**config.mk**
```make
export PLATFORM = sky130hd
export DESIGN_NAME = shplseq_mod_unit
export DESIGN_NICKNAME = d
export VERILOG_FILES = /design/src/hdl/shuffle_playlist_sequencer_top_macros.svh /design/src/hdl/shplseq_pkg.sv /design/src/hdl/shplseq_mod_unit.sv
export SDC_FILE = /design/constraint.sdc
export NUM_CORES = 1
export LEC_CHECK = 0
export ABC_AREA = 0
export BUFFER_PORTS_ARGS = -buffer_cell sky130_fd_sc_hd__buf_4
export CORE_ASPECT_RATIO = 1.25
export CORE_UTILIZATION = 55
export DETAILED_ROUTE_END_ITERATION = 16
export PLACE_DENSITY = 0.89
export SYNTH_ARGS = -nofsm -noshare
export SYNTH_HDL_FRONTEND = slang
export SYNTH_SLANG_ARGS = --single-unit
```
**constraint.sdc**
```tcl
create_clock -name aclk -period 3.6 [get_ports aclk]
set_input_delay 0.36 -clock aclk [delete_from_list [all_inputs] [get_ports aclk]]
set_output_delay 0.36 -clock aclk [all_outputs]
set_load 0.005 [all_outputs]
```
**src/hdl/shuffle_playlist_sequencer_top_macros.svh**
```systemverilog
// assertion helpers for the sequencer top level
`ifndef SHUFFLE_PLAYLIST_SEQUENCER_TOP_MACROS_SVH
`define SHUFFLE_PLAYLIST_SEQUENCER_TOP_MACROS_SVH

`define SPS_ASSERT_NOW(lbl, pre, post) \
    lbl: assert property (@(posedge aclk) disable iff (!aresetn) (pre) |-> (post)) \
        else $error("sequencer assertion failed");

`define SPS_ASSERT_NEXT(lbl, pre, post) \
    lbl: assert property (@(posedge aclk) disable iff (!aresetn) (pre) |=> (post)) \
        else $error("sequencer assertion failed");

`endif

```
**src/hdl/shplseq_pkg.sv**
```systemverilog
package shplseq_pkg;

    localparam int DEFAULT_MAX_ITEMS = 1024;

    localparam int CUR_W    = 10;
    localparam int CFG_CNT_W = 11;
    localparam int MODE_W   = 2;
    localparam int SEED_W   = 32;
    localparam int CFG_IDX_W = 2;
    localparam int CFG_DATA_W = 32;

    localparam int DIV_STEPS = 32;
    localparam int DIV_CNT_W = $clog2(DIV_STEPS);

    localparam logic [SEED_W-1:0] SEED_RESET = 32'd1;

    localparam logic [MODE_W-1:0] MODE_SEQ = 2'd0;
    localparam logic [MODE_W-1:0] MODE_REV = 2'd1;
    localparam logic [MODE_W-1:0] MODE_RND = 2'd2;

    localparam logic [CFG_IDX_W-1:0] REG_ITEM_COUNT  = 2'd0;
    localparam logic [CFG_IDX_W-1:0] REG_PLAY_MODE   = 2'd1;
    localparam logic [CFG_IDX_W-1:0] REG_RANDOM_SEED = 2'd2;

    typedef struct packed {
        logic        start;
        logic [31:0] dividend;
    } mod_req_t;

    typedef struct packed {
        logic busy;
        logic done;
    } mod_status_t;

    function automatic logic [31:0] xorshift32(input logic [31:0] x);
        logic [31:0] y;
        y = x ^ (x << 13);
        y = y ^ (y >> 17);
        y = y ^ (y << 5);
        return y;
    endfunction

endpackage

```
**src/hdl/shplseq_mod_unit.sv**
```systemverilog
module shplseq_mod_unit #(
    parameter int CW = 11
) (
    input  logic                      aclk,
    input  logic                      aresetn,
    input  shplseq_pkg::mod_req_t     req,
    input  logic [CW-1:0]             divisor,
    output logic [CW-1:0]             rem,
    output shplseq_pkg::mod_status_t  status
);

    import shplseq_pkg::*;

    logic [31:0]          dvd_reg, dvd_next;
    logic [CW-1:0]        dvs_reg, dvs_next;
    logic [CW-1:0]        rem_reg, rem_next;
    logic [DIV_CNT_W-1:0] cnt_reg, cnt_next;
    logic                 busy_reg, busy_next;
    logic                 done_reg, done_next;
    logic [CW:0]          shifted;
    logic [CW:0]          diff;

    always_comb begin
        shifted   = {rem_reg, dvd_reg[31]};
        diff      = shifted - {1'b0, dvs_reg};
        dvd_next  = dvd_reg;
        dvs_next  = dvs_reg;
        rem_next  = rem_reg;
        cnt_next  = cnt_reg;
        busy_next = busy_reg;
        done_next = 1'b0;
        if (req.start) begin
            dvd_next  = req.dividend;
            dvs_next  = divisor;
            rem_next  = '0;
            cnt_next  = '0;
            busy_next = 1'b1;
        end else if (busy_reg) begin
            dvd_next = {dvd_reg[30:0], 1'b0};
            rem_next = (shifted >= {1'b0, dvs_reg}) ? diff[CW-1:0] : shifted[CW-1:0];
            cnt_next = DIV_CNT_W'(cnt_reg + 1'b1);
            if (cnt_reg == DIV_CNT_W'(DIV_STEPS - 1)) begin
                busy_next = 1'b0;
                done_next = 1'b1;
            end
        end
    end

    always_ff @(posedge aclk) begin
        if (!aresetn) begin
            cnt_reg  <= '0;
            busy_reg <= 1'b0;
            done_reg <= 1'b0;
        end else begin
            cnt_reg  <= cnt_next;
            busy_reg <= busy_next;
            done_reg <= done_next;
        end
    end

    always_ff @(posedge aclk) begin
        dvd_reg <= dvd_next;
        dvs_reg <= dvs_next;
        rem_reg <= rem_next;
    end

    assign rem         = rem_reg;
    assign status.busy = busy_reg;
    assign status.done = done_reg;

endmodule

```
==> impl_results.md <==
* Status: complete, no violations
* CTS max path bufs at 2
* Initial DRC Count at 145
* CP max stage cell: fa_1
* Initial antenna violation count at 0
* Rows at 29
* Hold Violations, Final at 0
* Total Routing Usage GR at 23.4%
* Number of placed cells counting well taps at 359
* Vias at 2122
* Top cell type's share of synthesized area at 42.9%
* ANT cells at 0
* Critical path class: reg2reg
* Post-DR vias/cell at 5.66
* Finished Layout Cells at 375
* Peak supply drop at 334 uV
* Max-cap check violation count at 0
* Overflow left after global routing at 0
* Die X at 68.1 um
* Detail Route Antenna Nets at 0
* Worst Tran Pin Value at 753 ps
* Met3 Resource Use GR at 8.97%
* Buffers on Ports at 58
* Slew HR at 49.6%
* Worst Skew at 10.3 ps
* Flop and latch count out of synthesis at 61
* First-pass GRT wire length at 9.70 mm
* Final setup viols at 0
* Worst path top cell family by delay: simple AND/OR/NAND/NOR gates
* Synth async-reset ratio at 0%
* Top Usage Layer GRT: met2
* Final slew viol count at 0
* Post-CTS setup buffers at 0
* Share of layout cells above drive strength 1 at 35.5%
* Startpoint types: flop
* Crit share post-route at 75.8%
* Crit path max fanout at 8
* Area growth, synth to finish at 23.0%
* Power Dens Cells at 466 nW/um^2
* Synth Flop Type: edfxtp_1
* Post-Route WL at 6.14 mm
* Max stage delay on crit path at 410 ps
* Hold crit path type: in2reg
* Yosys Warn Count at 0
* RSZ-0062 raised after global routing: no
* Setup TNS at 0 ps
* Synth Instances at 246
* CP Capture Type: flop
* # resized after CTS at 0
* CP arrival at 2980 ps
* Avg Cell Area, Syn at 12.2 um^2
* H-tree Lvls at 3
* FILL cells at 363
* Final min period at 2730 ps
* Area of the die at 5770 um^2
* Final-stage net count at 368
* Commonest non-fill, non-tap cell in the layout: buf_4
* Top cell type by total area after synthesis: edfxtp_1
* Root Driver: clkbuf_8
* Sequential-to-total area share from yosys stat at 54.9%
* Number of synthesized flops with an enable pin at 43
* CP Buf/Inv Count at 1
* Cell leakage power at 1.55 nW
* Largest net degree at the start of global routing at 51
* CTS buffer count at 9
* # hold bufs at CTS at 0
* Detailed Routing Iterations Pass 1 at 4
* HPWL after DPL at 4.29 mm
* M1 GR Usage at 26.4%
* Post-Syn Nets at 306
* Clock slew seen by the registers of the worst setup and hold paths at 70 ps
* Critical path, cell by cell: inv_1, ha_1, fa_1, nand2b_2, o2bb2ai_2, a211o_1, and2_1, or3b_1, a311oi_2
* Max reg flops at 32
* Worst-skew pair later-pin latency at 350 ps
* IO Pins at 59
* Vias in the first global route at 2165
* Routed WL per cell at 16.4 um
* Post-Synthesis Cell Area at 3010 um^2
* Chip Height at 84.7 um
* Fmax at 366 MHz
* Final Wtd Congestion at 0.881
* Core footprint at 5150 um^2
* Global Route met2 Usage at 38.6%
* Initial Utilization at 58.4%
* Clk sinks at 61
* Commonest non-fill, non-tap cells in the layout: buf_4, edfxtp_1, mux2_2, nor2_1, dfxtp_1
* Netlist cell types at 43
* CTS tree: built
* Drc violations at 0
* Required time of the critical path at 3850 ps
* Largest cells by area after synthesis: edfxtp_1, mux2_2, dfxtp_1
## cell families (layout without fill, tap and decap cells)
group	after synthesis	count (layout)	synth area share (%)
xor+xnor	7	7	2.04
fa+ha+maj	14	14	6.08
simple gates	55	55	8.99
mux	36	36	13.4
compound gates	49	49	11.1
flops	61	61	54.9
buf+inv	24	91	3.50
## metal layers
| layer | routed length, um | share of wire (%) |
|---|---|---|
| met2 | 3240 | 53 |
| met1 | 2410 | 39 |
| met5 | 0 | 0 |
| met3 | 360 | 5.9 |
| met4 | 125 | 2.0 |
## synthesized netlist by cell type, types with 2 or more instances
| library cell | instances |
|---|---|
| edfxtp_1 | 43 |
| mux2_2 | 33 |
| nor2_1 | 19 |
| dfxtp_1 | 18 |
| inv_1 | 16 |
| o21ai_0 | 14 |
| ha_1 | 13 |
| nand2_1 | 13 |
| a21oi_1 | 12 |
| clkbuf_1 | 5 |
| o21a_1 | 5 |
| xnor2_1 | 4 |
| a22o_1 | 3 |
| and3_1 | 3 |
| mux2i_1 | 3 |
| nand2b_1 | 3 |
| nand4_1 | 3 |
| nor3_1 | 3 |
| xor2_1 | 3 |
| a211oi_1 | 2 |
| a21o_1 | 2 |
| and2_1 | 2 |
| buf_4 | 2 |
| nor2b_1 | 2 |
| or3_1 | 2 |
## final timing paths
| kind | startpoint | endpoint | slack (ps) | cells past startpoint |
|---|---|---|---|---|
| hold reg to reg | rem[8]$_SDFFE_PP0P_ | rem[8]$_SDFFE_PP0P_ | 500 | 2 |
| setup / recovery | dvd_reg[31]$_DFFE_PP_ | rem[6]$_SDFFE_PP0P_ | 870 | 9 |
| hold / removal | divisor[3] | dvs_reg[3]$_DFFE_PP_ | 190 | 1 |
| setup reg to reg | dvd_reg[31]$_DFFE_PP_ | rem[6]$_SDFFE_PP0P_ | 870 | 9 |
## where the power goes
part           leakage [nW]  switching (W)  total (W)  internal, W
Sequential            0.576      0.0000237   0.000840     0.000816
Clock                 0.100       0.000276   0.000664     0.000388
Combinational         0.873       0.000104   0.000220     0.000115
Total                  1.55       0.000404    0.00172      0.00132
## per-stage QoR
| step | area [um^2] | hold slack, ps | power, W | setup slack [ps] | utilization [%] |
|---|---|---|---|---|---|
| floorplan | 3010 | 459 | 0.000988 | 1040 | - |
| global placement | 3480 | 484 | 0.00106 | 981 | 67.6 |
| detailed placement | 3480 | 502 | 0.00107 | 910 | 67.6 |
| CTS | 3700 | 171 | 0.00174 | 884 | 71.8 |
| global route | 3700 | 171 | 0.00179 | 788 | 71.8 |
| finish | 3700 | 188 | 0.00172 | 871 | 71.8 |
## layout make-up
cell class	count	area (um^2)	share of cell area, %
timing repair buffer	59	443	12.0
multi-input combinational	161	1250	33.8
clock inverter	6	87.6	2.37
clock buffer	10	128	3.45
sequential	61	1650	44.7
tap	62	77.6	2.10
inverter	16	60.1	1.62
Power figures use the tool's default switching activity.
