--- src/hdl/shuffle_playlist_sequencer_top_macros.svh ---
// assertion helpers for the sequencer top level
`ifndef SHUFFLE_PLAYLIST_SEQUENCER_TOP_MACROS_SVH
`define SHUFFLE_PLAYLIST_SEQUENCER_TOP_MACROS_SVH

`define SPS_ASSERT_NOW(lbl, pre, post) \
    lbl: assert property (@(posedge aclk) disable iff (!aresetn) (pre) |-> (post)) \
        else $error("sequencer assertion failed");

`define SPS_ASSERT_NEXT(lbl, pre, post) \
    lbl: assert property (@(posedge aclk) disable iff (!aresetn) (pre) |=> (post)) \
        else $error("sequencer assertion failed");

`endif

--- src/hdl/shplseq_ram.sv ---
module shplseq_ram #(
    parameter int WIDTH = 8,
    parameter int DEPTH = 16,
    localparam int AW = (DEPTH > 1) ? $clog2(DEPTH) : 1
) (
    input  logic             aclk,
    input  logic             we,
    input  logic [AW-1:0]    waddr,
    input  logic [WIDTH-1:0] wdata,
    input  logic [AW-1:0]    raddr,
    output logic [WIDTH-1:0] rdata
);

    logic [WIDTH-1:0] mem [DEPTH];
    logic [WIDTH-1:0] rdata_reg;

    always_ff @(posedge aclk) begin
        if (we) begin
            mem[waddr] <= wdata;
        end
        rdata_reg <= mem[raddr];
    end

    assign rdata = rdata_reg;

endmodule

--- config.mk ---
export PLATFORM = sky130hd
export DESIGN_NAME = shplseq_ram
export DESIGN_NICKNAME = d
export VERILOG_FILES = /design/src/hdl/shuffle_playlist_sequencer_top_macros.svh /design/src/hdl/shplseq_ram.sv
export SDC_FILE = /design/constraint.sdc
export NUM_CORES = 1
export LEC_CHECK = 0
export ABC_AREA = 1
export BUFFER_PORTS_ARGS = -buffer_cell sky130_fd_sc_hd__buf_2
export CORE_MARGIN = 1.5
export CORE_UTILIZATION = 25
export CTS_CLUSTER_SIZE = 25
export DETAILED_ROUTE_END_ITERATION = 16
export GPL_TIMING_DRIVEN = 1
export PLACE_DENSITY = 0.51
export SYNTH_ARGS = -nofsm -noshare
export SYNTH_HDL_FRONTEND = slang
export SYNTH_SLANG_ARGS = --single-unit
export TNS_END_PERCENT = 1
--- constraint.sdc ---
create_clock -name aclk -period 1.2 [get_ports aclk]
set_clock_uncertainty 0.1 [all_clocks]
set_input_delay 0.24 -clock aclk [delete_from_list [all_inputs] [get_ports aclk]]
set_output_delay 0.24 -clock aclk [all_outputs]
set_load 0.01 [all_outputs]
==> results.json, run 1 <==
{
  "die-area_um2": 24000,
  "hpwlAfterDp_um": 9300,
  "worst_ir_drop_vdd_mv": 1.03,
  "run_status": "finished, violations left",
  "dpl_worst_slack_ns": -0.261,
  "timing_hold_violations_final": 0,
  "slowest_stage": "sky130_fd_sc_hd__dfxtp_4",
  "placement.io_buffers": 25,
  "design.core.area_um2": 22600,
  "cts_root_buffer": "sky130_fd_sc_hd__clkbuf_16",
  "antenna-diode-count": 0,
  "met1_length_um": 6760,
  "pwr_density_cell_nw_per_um2": 1580,
  "routabilityCongestion": 0.784,
  "largest_register_ffs": 128,
  "rsz0062_at_grt": "true",
  "dr.first_iter.drc_count": 292,
  "final_cell_count_without_fillers": 908,
  "clock_tree.htree_level_count": 4,
  "detail_route.wirelength_um": 14300,
  "cts_tree": "done",
  "final.period_utilization": 1.03,
  "site_rows": 55,
  "ant_nets": 0,
  "worst_hold_startpoint": "wdata[0]",
  "arrival_ns": 0.90,
  "insertion_delay_ns": 0.42,
  "cts_num_sinks": 136,
  "max_clock_freq_ghz": 0.807,
  "ratio_of_cells_with_drive_above_1_in_the_final_layout": 0.162,
  "place.detailed.instances": 876,
  "cts.path.max_buffers": 2,
  "worst_slew_margin_rel": 0.740,
  "maximum_single_stage_delay_on_the_critical_path_ns": 0.36,
  "most_frequent_standard_cell_in_the_layout_excluding_fill_and_tap_cells": "sky130_fd_sc_hd__nand2_1",
  "yosysSeqAreaShare": 0.694,
  "rr_startpoint": "mem[7][6]",
  "via_count_of_the_first_global_routing_pass": 3949,
  "clkTransAtPathRegs_ns": 0.06,
  "yosys_warnings": 0,
  "setup.worst_path.class": "reg -> out",
  "synth_fp_nets": 569,
  "netlist_area_um2": 5770,
  "wl_per_cell_um": 15.8,
  "design.final.nets": 628,
  "synth.avg_cell_area_um2": 10.5,
  "holdWs_ns": 0.138,
  "start_kind": "flip-flop",
  "failed_checks": "negative setup slack",
  "reg2reg_to": "rdata[6]",
  "area_delta_synth_final_pct": 23.0,
  "post-route-drc-count": 0,
  "dr_total_vias": 3806,
  "synth-seq-cells": 136,
  "cp_max_fo": 1,
  "syn-instance-count": 551,
  "start_util": 0.255,
  "timing.max_cap.violations": 0,
  "timing_max_transition_violations_final": 0,
  "synth.largest_area_cell": "sky130_fd_sc_hd__edfxtp_1",
  "global_route_wire_length_before_repair_um": 22700,
  "end_kind": "output port",
  "finalWorstSetupSlack_ns": -0.0384,
  "area_share_of_the_largest_cell_type_after_synthesis": 0.667,
  "max_slew.worst_pin.slew_ns": 0.390,
  "dr_wl_met3_um": 614,
  "final-setup-viol-count": 5,
  "postCtsSetupBuffers": 0,
  "grt_overflow_total": 0,
  "grt_max_degree": 33,
  "floorplan_die_width_um": 155,
  "track_usage": 0.131,
  "netlist-cell-type-count": 12,
  "synth.top_cells.by_area": "sky130_fd_sc_hd__edfxtp_1, sky130_fd_sc_hd__nand2_1, sky130_fd_sc_hd__nand3_1",
  "mostFrequentLayoutCells": "sky130_fd_sc_hd__nand2_1, sky130_fd_sc_hd__edfxtp_1, sky130_fd_sc_hd__inv_1",
  "highest_layer": "met4",
  "period_minus_slack_ns": 1.24,
  "min_path_type": "in -> reg",
  "r2r_cells": 6,
  "critical_path.top_delay_family": "flip-flops",
  "cp_cell_sequence": "buf_6",
  "cp_num_buf_inv": 1,
  "met2RoutedLength_um": 6810,
  "drt_pass1_iterations": 5,
  "min_to": "mem[3][0]",
  "hold_depth": 1,
  "p_leak_nw": 3.04,
  "worst-endpoint-required_ns": 0.86,
  "io_pins": 26,
  "grt_antenna_before_repair": 0,
  "reg2reg_setup_slack_ns": 0.10,
  "cts-buffers-inserted": 17,
  "via_per_inst": 4.19,
  "post-route-cell-area_um2": 7090,
  "die_h_um": 155,
  "placedInstanceArea_um2": 6450
}
## logic make-up after synthesis
kind of cell,synth area share
simple gates,0.210
buf+inv,0.0952
flops,0.694
## repair_timing
| action | 4_1_cts | 5_1_grt |
|---|---|---|
| gates resized for setup | 16 | 4 |
| hold buffers | 0 | 0 |
| cloned | 0 | 0 |
| endpoints found under the setup margin | 7 | 10 |
| hold endpoints to repair | 0 | 0 |
## power breakdown
group | internal (mW) | total (mW) | switching, mW
clock network | 3.23 | 5.09 | 1.87
logic | 0.279 | 0.765 | 0.486
registers | 5.32 | 5.37 | 0.0513
total | 8.82 | 11.2 | 2.40
## cell type report
cell class                 count  area, µm²
inverter                     102        383
sequential                   136       4020
fill                        2287      15500
clock inverter                11        130
timing repair buffer          64        537
tap                          285        357
clock buffer                  21        440
multi-input combinational    289       1220
## worst max path at each step
stage	cells after the start	to	slack [ns]	start
finish	1	rdata[5]	-0.04	rdata[5]
detailed placement	8	rdata[5]	-0.26	raddr[0]
CTS	1	rdata[5]	-0.06	rdata[5]
global placement	9	rdata[1]	-0.23	raddr[0]
floorplan	2	mem[4][0]	-0.09	waddr[3]
global route	1	rdata[5]	-0.07	rdata[5]
## per-stage QoR
step | total power [mW] | setup TNS [ns] | utilization
final | 11.2 | -0.145 | 0.313
after global placement | 6.20 | -15.46 | 0.285
after detailed placement | 6.20 | -17.20 | 0.285
after global routing | 11.6 | -0.360 | 0.313
after CTS | 11.3 | -0.315 | 0.312
after floorplan | 5.82 | -8.74 | -
## cell usage after synthesis
cell                       instances
sky130_fd_sc_hd__nand3_1          97
sky130_fd_sc_hd__inv_2             2
sky130_fd_sc_hd__edfxtp_1        128
sky130_fd_sc_hd__inv_1           100
sky130_fd_sc_hd__buf_2            13
sky130_fd_sc_hd__dfxtp_1           8
sky130_fd_sc_hd__nand2_1         173
sky130_fd_sc_hd__buf_1             1
sky130_fd_sc_hd__nor2_1           17
sky130_fd_sc_hd__nand3b_1          2
sky130_fd_sc_hd__buf_6             6
sky130_fd_sc_hd__buf_4             4
## per-layer routing
| layer | up-vias | global-route usage |
|---|---|---|
| li1 | 1891 | - |
| met1 | 1825 | 0.176 |
| met2 | 83 | 0.205 |
| met3 | 7 | 0.0295 |
| met4 | 0 | 0.0504 |
| met5 | - | 0 |
(Power assumes the default switching activity.)
==> run 2: changes to the inputs <==
Settings changed: RECOVER_POWER set to 100.
==> run 2 against run 1 <==
- the run still ends with negative setup slack left
- design area shrank 1.0%
- via count is essentially flat
- utilization shrank 0.33 points
- critical path type unchanged
- largest cell class unchanged
==> results.json, run 2 (synthesized netlist as in run 1, its figures left out) <==
{
  "run_status": "finished, violations left",
  "failed_checks": "negative setup slack",
  "grt_antenna_before_repair": 0,
  "end_kind": "output port",
  "worst_slew_margin_rel": 0.388,
  "reg2reg_to": "rdata[5]",
  "final-setup-viol-count": 5,
  "timing.max_cap.violations": 0,
  "clkTransAtPathRegs_ns": 0.06,
  "hold_depth": 4,
  "floorplan_die_width_um": 155,
  "max_slew.worst_pin.slew_ns": 0.918,
  "die-area_um2": 24000,
  "drt_pass1_iterations": 4,
  "timing_max_transition_violations_final": 0,
  "place.detailed.instances": 876,
  "design.final.nets": 628,
  "worst_hold_startpoint": "raddr[3]",
  "cp_max_fo": 1,
  "site_rows": 55,
  "ratio_of_cells_with_drive_above_1_in_the_final_layout": 0.136,
  "hpwlAfterDp_um": 9300,
  "min_path_type": "in -> reg",
  "finalWorstSetupSlack_ns": -0.0386,
  "routabilityCongestion": 0.784,
  "cts.path.max_buffers": 2,
  "final.period_utilization": 1.03,
  "cts_root_buffer": "sky130_fd_sc_hd__clkbuf_16",
  "mostFrequentLayoutCells": "sky130_fd_sc_hd__nand2_1, sky130_fd_sc_hd__edfxtp_1, sky130_fd_sc_hd__inv_1",
  "timing_hold_violations_final": 0,
  "ant_nets": 0,
  "antenna-diode-count": 0,
  "via_per_inst": 4.19,
  "rr_startpoint": "mem[8][5]",
  "global_route_wire_length_before_repair_um": 22700,
  "insertion_delay_ns": 0.42,
  "track_usage": 0.131,
  "dr_total_vias": 3808,
  "dr.first_iter.drc_count": 308,
  "grt_overflow_total": 0,
  "detail_route.wirelength_um": 14300,
  "cts_num_sinks": 136,
  "cp_num_buf_inv": 1,
  "max_clock_freq_ghz": 0.807,
  "wl_per_cell_um": 15.8,
  "cp_num_cells": 1,
  "maximum_single_stage_delay_on_the_critical_path_ns": 0.36,
  "start_util": 0.255,
  "slowest_stage": "sky130_fd_sc_hd__dfxtp_4",
  "placement.io_buffers": 25,
  "largest_register_ffs": 128,
  "arrival_ns": 0.90,
  "most_frequent_standard_cell_in_the_layout_excluding_fill_and_tap_cells": "sky130_fd_sc_hd__nand2_1",
  "postCtsSetupBuffers": 0,
  "end_of_flow_core_utilization": 0.310,
  "worst_ir_drop_vdd_mv": 1.03,
  "pwr_density_cell_nw_per_um2": 1600,
  "grt_max_degree": 33,
  "period_minus_slack_ns": 1.24,
  "start_kind": "flip-flop",
  "cp_cell_sequence": "buf_6",
  "final_cell_count_without_fillers": 908,
  "reg2reg_setup_slack_ns": 0.09,
  "critical_path.top_delay_family": "flip-flops",
  "area_delta_synth_final_pct": 21.7,
  "worst-endpoint-required_ns": 0.86,
  "io_pins": 26,
  "setup.worst_path.class": "reg -> out",
  "clock_tree.htree_level_count": 4,
  "cts_tree": "done",
  "min_to": "rdata[3]",
  "post-route-drc-count": 0,
  "cts-buffers-inserted": 17,
  "dpl_worst_slack_ns": -0.261,
  "r2r_cells": 6,
  "die_h_um": 155,
  "p_leak_nw": 2.98,
  "rsz0062_at_grt": "true",
  "via_count_of_the_first_global_routing_pass": 3949,
  "design.core.area_um2": 22600
}
[run 2: changes by cell type in the layout (fill, tap and decap cells not counted)]
cell,change
sky130_fd_sc_hd__buf_12,-1
sky130_fd_sc_hd__buf_2,-12
sky130_fd_sc_hd__buf_4,-18
sky130_fd_sc_hd__buf_1,+1
sky130_fd_sc_hd__nand3_2,-1
sky130_fd_sc_hd__clkbuf_1,+14
sky130_fd_sc_hd__buf_8,+1
sky130_fd_sc_hd__clkbuf_2,+15
sky130_fd_sc_hd__nand3_1,+1
[run 2: timing repair]
action,CTS,global route
hold buffers,0,0
endpoints found under the setup margin,7,10
gates cloned,0,0
resized for setup,16,4
[run 2: through the flow]
step	total power, mW	area (µm²)	hold slack, ns	TNS [ns]
after CTS	11.3	7070	0.127	-0.315
after global routing	11.6	7020	0.207	-0.385
after global placement	6.20	6450	0.543	-15.46
after detailed placement	6.20	6450	0.542	-17.20
final	11.2	7020	0.197	-0.140
after floorplan	5.82	5770	0.239	-8.74
[run 2: cell type report]
type,instances,area [µm²]
Fill cell,2307,15600
Sequential cell,136,4020
Multi-Input combinational cell,289,1220
Timing Repair Buffer,64,468
Clock buffer,21,440
Inverter,102,383
Tap cell,285,357
Clock inverter,11,130
[run 2: per-layer routing]
metal / GRT usage / up-vias / part of all wire
met5: 0 / - / 0
met2: 0.205 / 76 / 0.47
li1: - / 1889 / -
met3: 0.0295 / 7 / 0.039
met4: 0.0504 / 0 / 0.010
met1: 0.176 / 1836 / 0.48
[run 2: report_power, final]
part | switching, mW | total [mW] | internal [mW]
Sequential | 0.0507 | 5.37 | 5.32
Combinational | 0.486 | 0.749 | 0.263
Clock | 1.87 | 5.09 | 3.23
[run 2: how the worst max path moves through the flow]
stage,startpoint,end,slack [ns]
2_1_floorplan,waddr[3],mem[4][0],-0.09
3_3_place_gp,raddr[0],rdata[1],-0.23
3_5_place_dp,raddr[0],rdata[5],-0.26
4_1_cts,rdata[5],rdata[5],-0.06
5_1_grt,rdata[5],rdata[5],-0.07
6_report,rdata[7],rdata[7],-0.04
==> run 3: changes to the inputs <==
==> constraint.sdc (replaced) <==
create_clock -name aclk -period 1.1 [get_ports aclk]
set_clock_uncertainty 0.1 [all_clocks]
set_input_delay 0.22 -clock aclk [delete_from_list [all_inputs] [get_ports aclk]]
set_output_delay 0.22 -clock aclk [all_outputs]
set_load 0.02 [all_outputs]
==> run 3 against run 2 <==
- the run still ends with negative setup slack left
- worst hold slack got worse by 0.014 ns
- flip-flop and latch count unchanged
- register-to-register slack got worse by 0.03 ns
- total power increased by 6.9%
==> results.json, run 3 (synthesized netlist as in run 1, its figures left out) <==
{
  "cp_cell_sequence": "buf_6",
  "timing.max_cap.violations": 0,
  "final-setup-viol-count": 8,
  "cts-buffers-inserted": 17,
  "dr.first_iter.drc_count": 227,
  "via_per_inst": 4.10,
  "global_route_wire_length_before_repair_um": 21600,
  "final.period_utilization": 1.10,
  "reg2reg_setup_slack_ns": 0.06,
  "largest_register_ffs": 128,
  "setup.worst_path.class": "reg -> out",
  "area_delta_synth_final_pct": 24.4,
  "clock_tree.htree_level_count": 4,
  "final_cell_count_without_fillers": 908,
  "max_clock_freq_ghz": 0.827,
  "worst-endpoint-required_ns": 0.78,
  "floorplan_die_width_um": 155,
  "p_leak_nw": 3.06,
  "rsz0062_at_grt": "true",
  "slowest_stage": "sky130_fd_sc_hd__dfxtp_2",
  "via_count_of_the_first_global_routing_pass": 3567,
  "insertion_delay_ns": 0.42,
  "dr_total_vias": 3724,
  "post-route-cell-area_um2": 7170,
  "start_kind": "flip-flop",
  "place.detailed.instances": 876,
  "most_frequent_standard_cell_in_the_layout_excluding_fill_and_tap_cells": "sky130_fd_sc_hd__nand2_1",
  "worst_ir_drop_vdd_mv": 0.904,
  "dpl_worst_slack_ns": -0.304,
  "grt_max_degree": 29,
  "cp_max_fo": 1,
  "design.core.area_um2": 22600,
  "drt_pass1_iterations": 4,
  "antenna-diode-count": 0,
  "cts_root_buffer": "sky130_fd_sc_hd__clkbuf_16",
  "cp_num_buf_inv": 1,
  "hpwlAfterDp_um": 9260,
  "ant_nets": 0,
  "clkTransAtPathRegs_ns": 0.06,
  "period_minus_slack_ns": 1.21,
  "site_rows": 55,
  "wl_per_cell_um": 15.5,
  "cts_num_sinks": 136,
  "finalWorstSetupSlack_ns": -0.109,
  "design.final.nets": 628,
  "arrival_ns": 0.89,
  "grt_overflow_total": 0,
  "failed_checks": "negative setup slack",
  "start_util": 0.255,
  "mostFrequentLayoutCells": "sky130_fd_sc_hd__nand2_1, sky130_fd_sc_hd__edfxtp_1, sky130_fd_sc_hd__inv_1",
  "end_of_flow_core_utilization": 0.317,
  "die_h_um": 155,
  "worst_slew_margin_rel": 0.379,
  "pwr_density_cell_nw_per_um2": 1670,
  "placement.io_buffers": 25,
  "routabilityCongestion": 0.749,
  "critical_path.top_delay_family": "flip-flops",
  "timing_max_transition_violations_final": 0,
  "grt_antenna_before_repair": 0,
  "ratio_of_cells_with_drive_above_1_in_the_final_layout": 0.193,
  "max_slew.worst_pin.slew_ns": 0.932,
  "maximum_single_stage_delay_on_the_critical_path_ns": 0.35,
  "io_pins": 26,
  "track_usage": 0.124,
  "timing_hold_violations_final": 0,
  "detail_route.wirelength_um": 14000,
  "cts_tree": "done",
  "run_status": "finished, violations left",
  "post-route-drc-count": 0,
  "min_path_type": "in -> reg",
  "post_layout_total_power_mw": 12.0,
  "die-area_um2": 24000,
  "placedInstanceArea_um2": 6670,
  "end_kind": "output port",
  "cts.path.max_buffers": 2
}
run 3: cell types whose count changed in the layout (fill, tap and decap cells not counted), moves of 2 or more:
cell / change
sky130_fd_sc_hd__buf_12: +2
sky130_fd_sc_hd__nor2_1: -3
sky130_fd_sc_hd__clkbuf_1: -8
sky130_fd_sc_hd__dfxtp_4: -3
sky130_fd_sc_hd__nand3_2: +27
sky130_fd_sc_hd__dfxtp_2: +4
sky130_fd_sc_hd__nand3_1: -27
sky130_fd_sc_hd__clkinv_1: +5
sky130_fd_sc_hd__nor2_2: +3
run 3: worst paths after layout:
kind              startpoint       end  cells past startpoint
setup / recovery    rdata[4]  rdata[4]                      1
hold / removal      raddr[3]  rdata[7]                      4
setup reg to reg   mem[9][2]  rdata[2]                      6
hold reg to reg    mem[2][4]  rdata[4]                      6
run 3: metrics by stage:
stage | hold slack (ns) | TNS (ns)
4_1_cts | 0.112 | -0.899
5_1_grt | 0.193 | -1.15
3_3_place_gp | 0.550 | -31.98
3_5_place_dp | 0.541 | -32.47
2_1_floorplan | 0.219 | -8.02
6_report | 0.184 | -0.718
run 3: area by class of cell:
class / instances / area [µm²]
fill: 2286 / 15500
sequential: 136 / 4010
multi-input combinational: 289 / 1360
timing repair buffer: 64 / 517
clock buffer: 17 / 425
inverter: 102 / 383
tap: 285 / 357
clock inverter: 15 / 116
run 3: routing by layer:
metal  up-vias  track usage  wire length [µm]
met5         -            0                 0
met4         0       0.0572               263
met3        14       0.0295               613
met2        66        0.187              6290
met1      1754        0.170              6870
li1       1890            -                 -
run 3: what timing repair did:
| action | 4_1_cts | 5_1_grt |
|---|---|---|
| hold buffers | 0 | 0 |
| resized for setup | 26 | 28 |
| pin swaps | 0 | 2 |
| endpoints found under the setup margin | 9 | 16 |
| buffers inserted | 0 | 0 |
run 3: report_power, final:
part	total, mW	switching [mW]	internal [mW]
registers	5.85	0.0470	5.81
clock network	5.24	2.00	3.24
logic	0.898	0.575	0.323
total	12.0	2.62	9.37
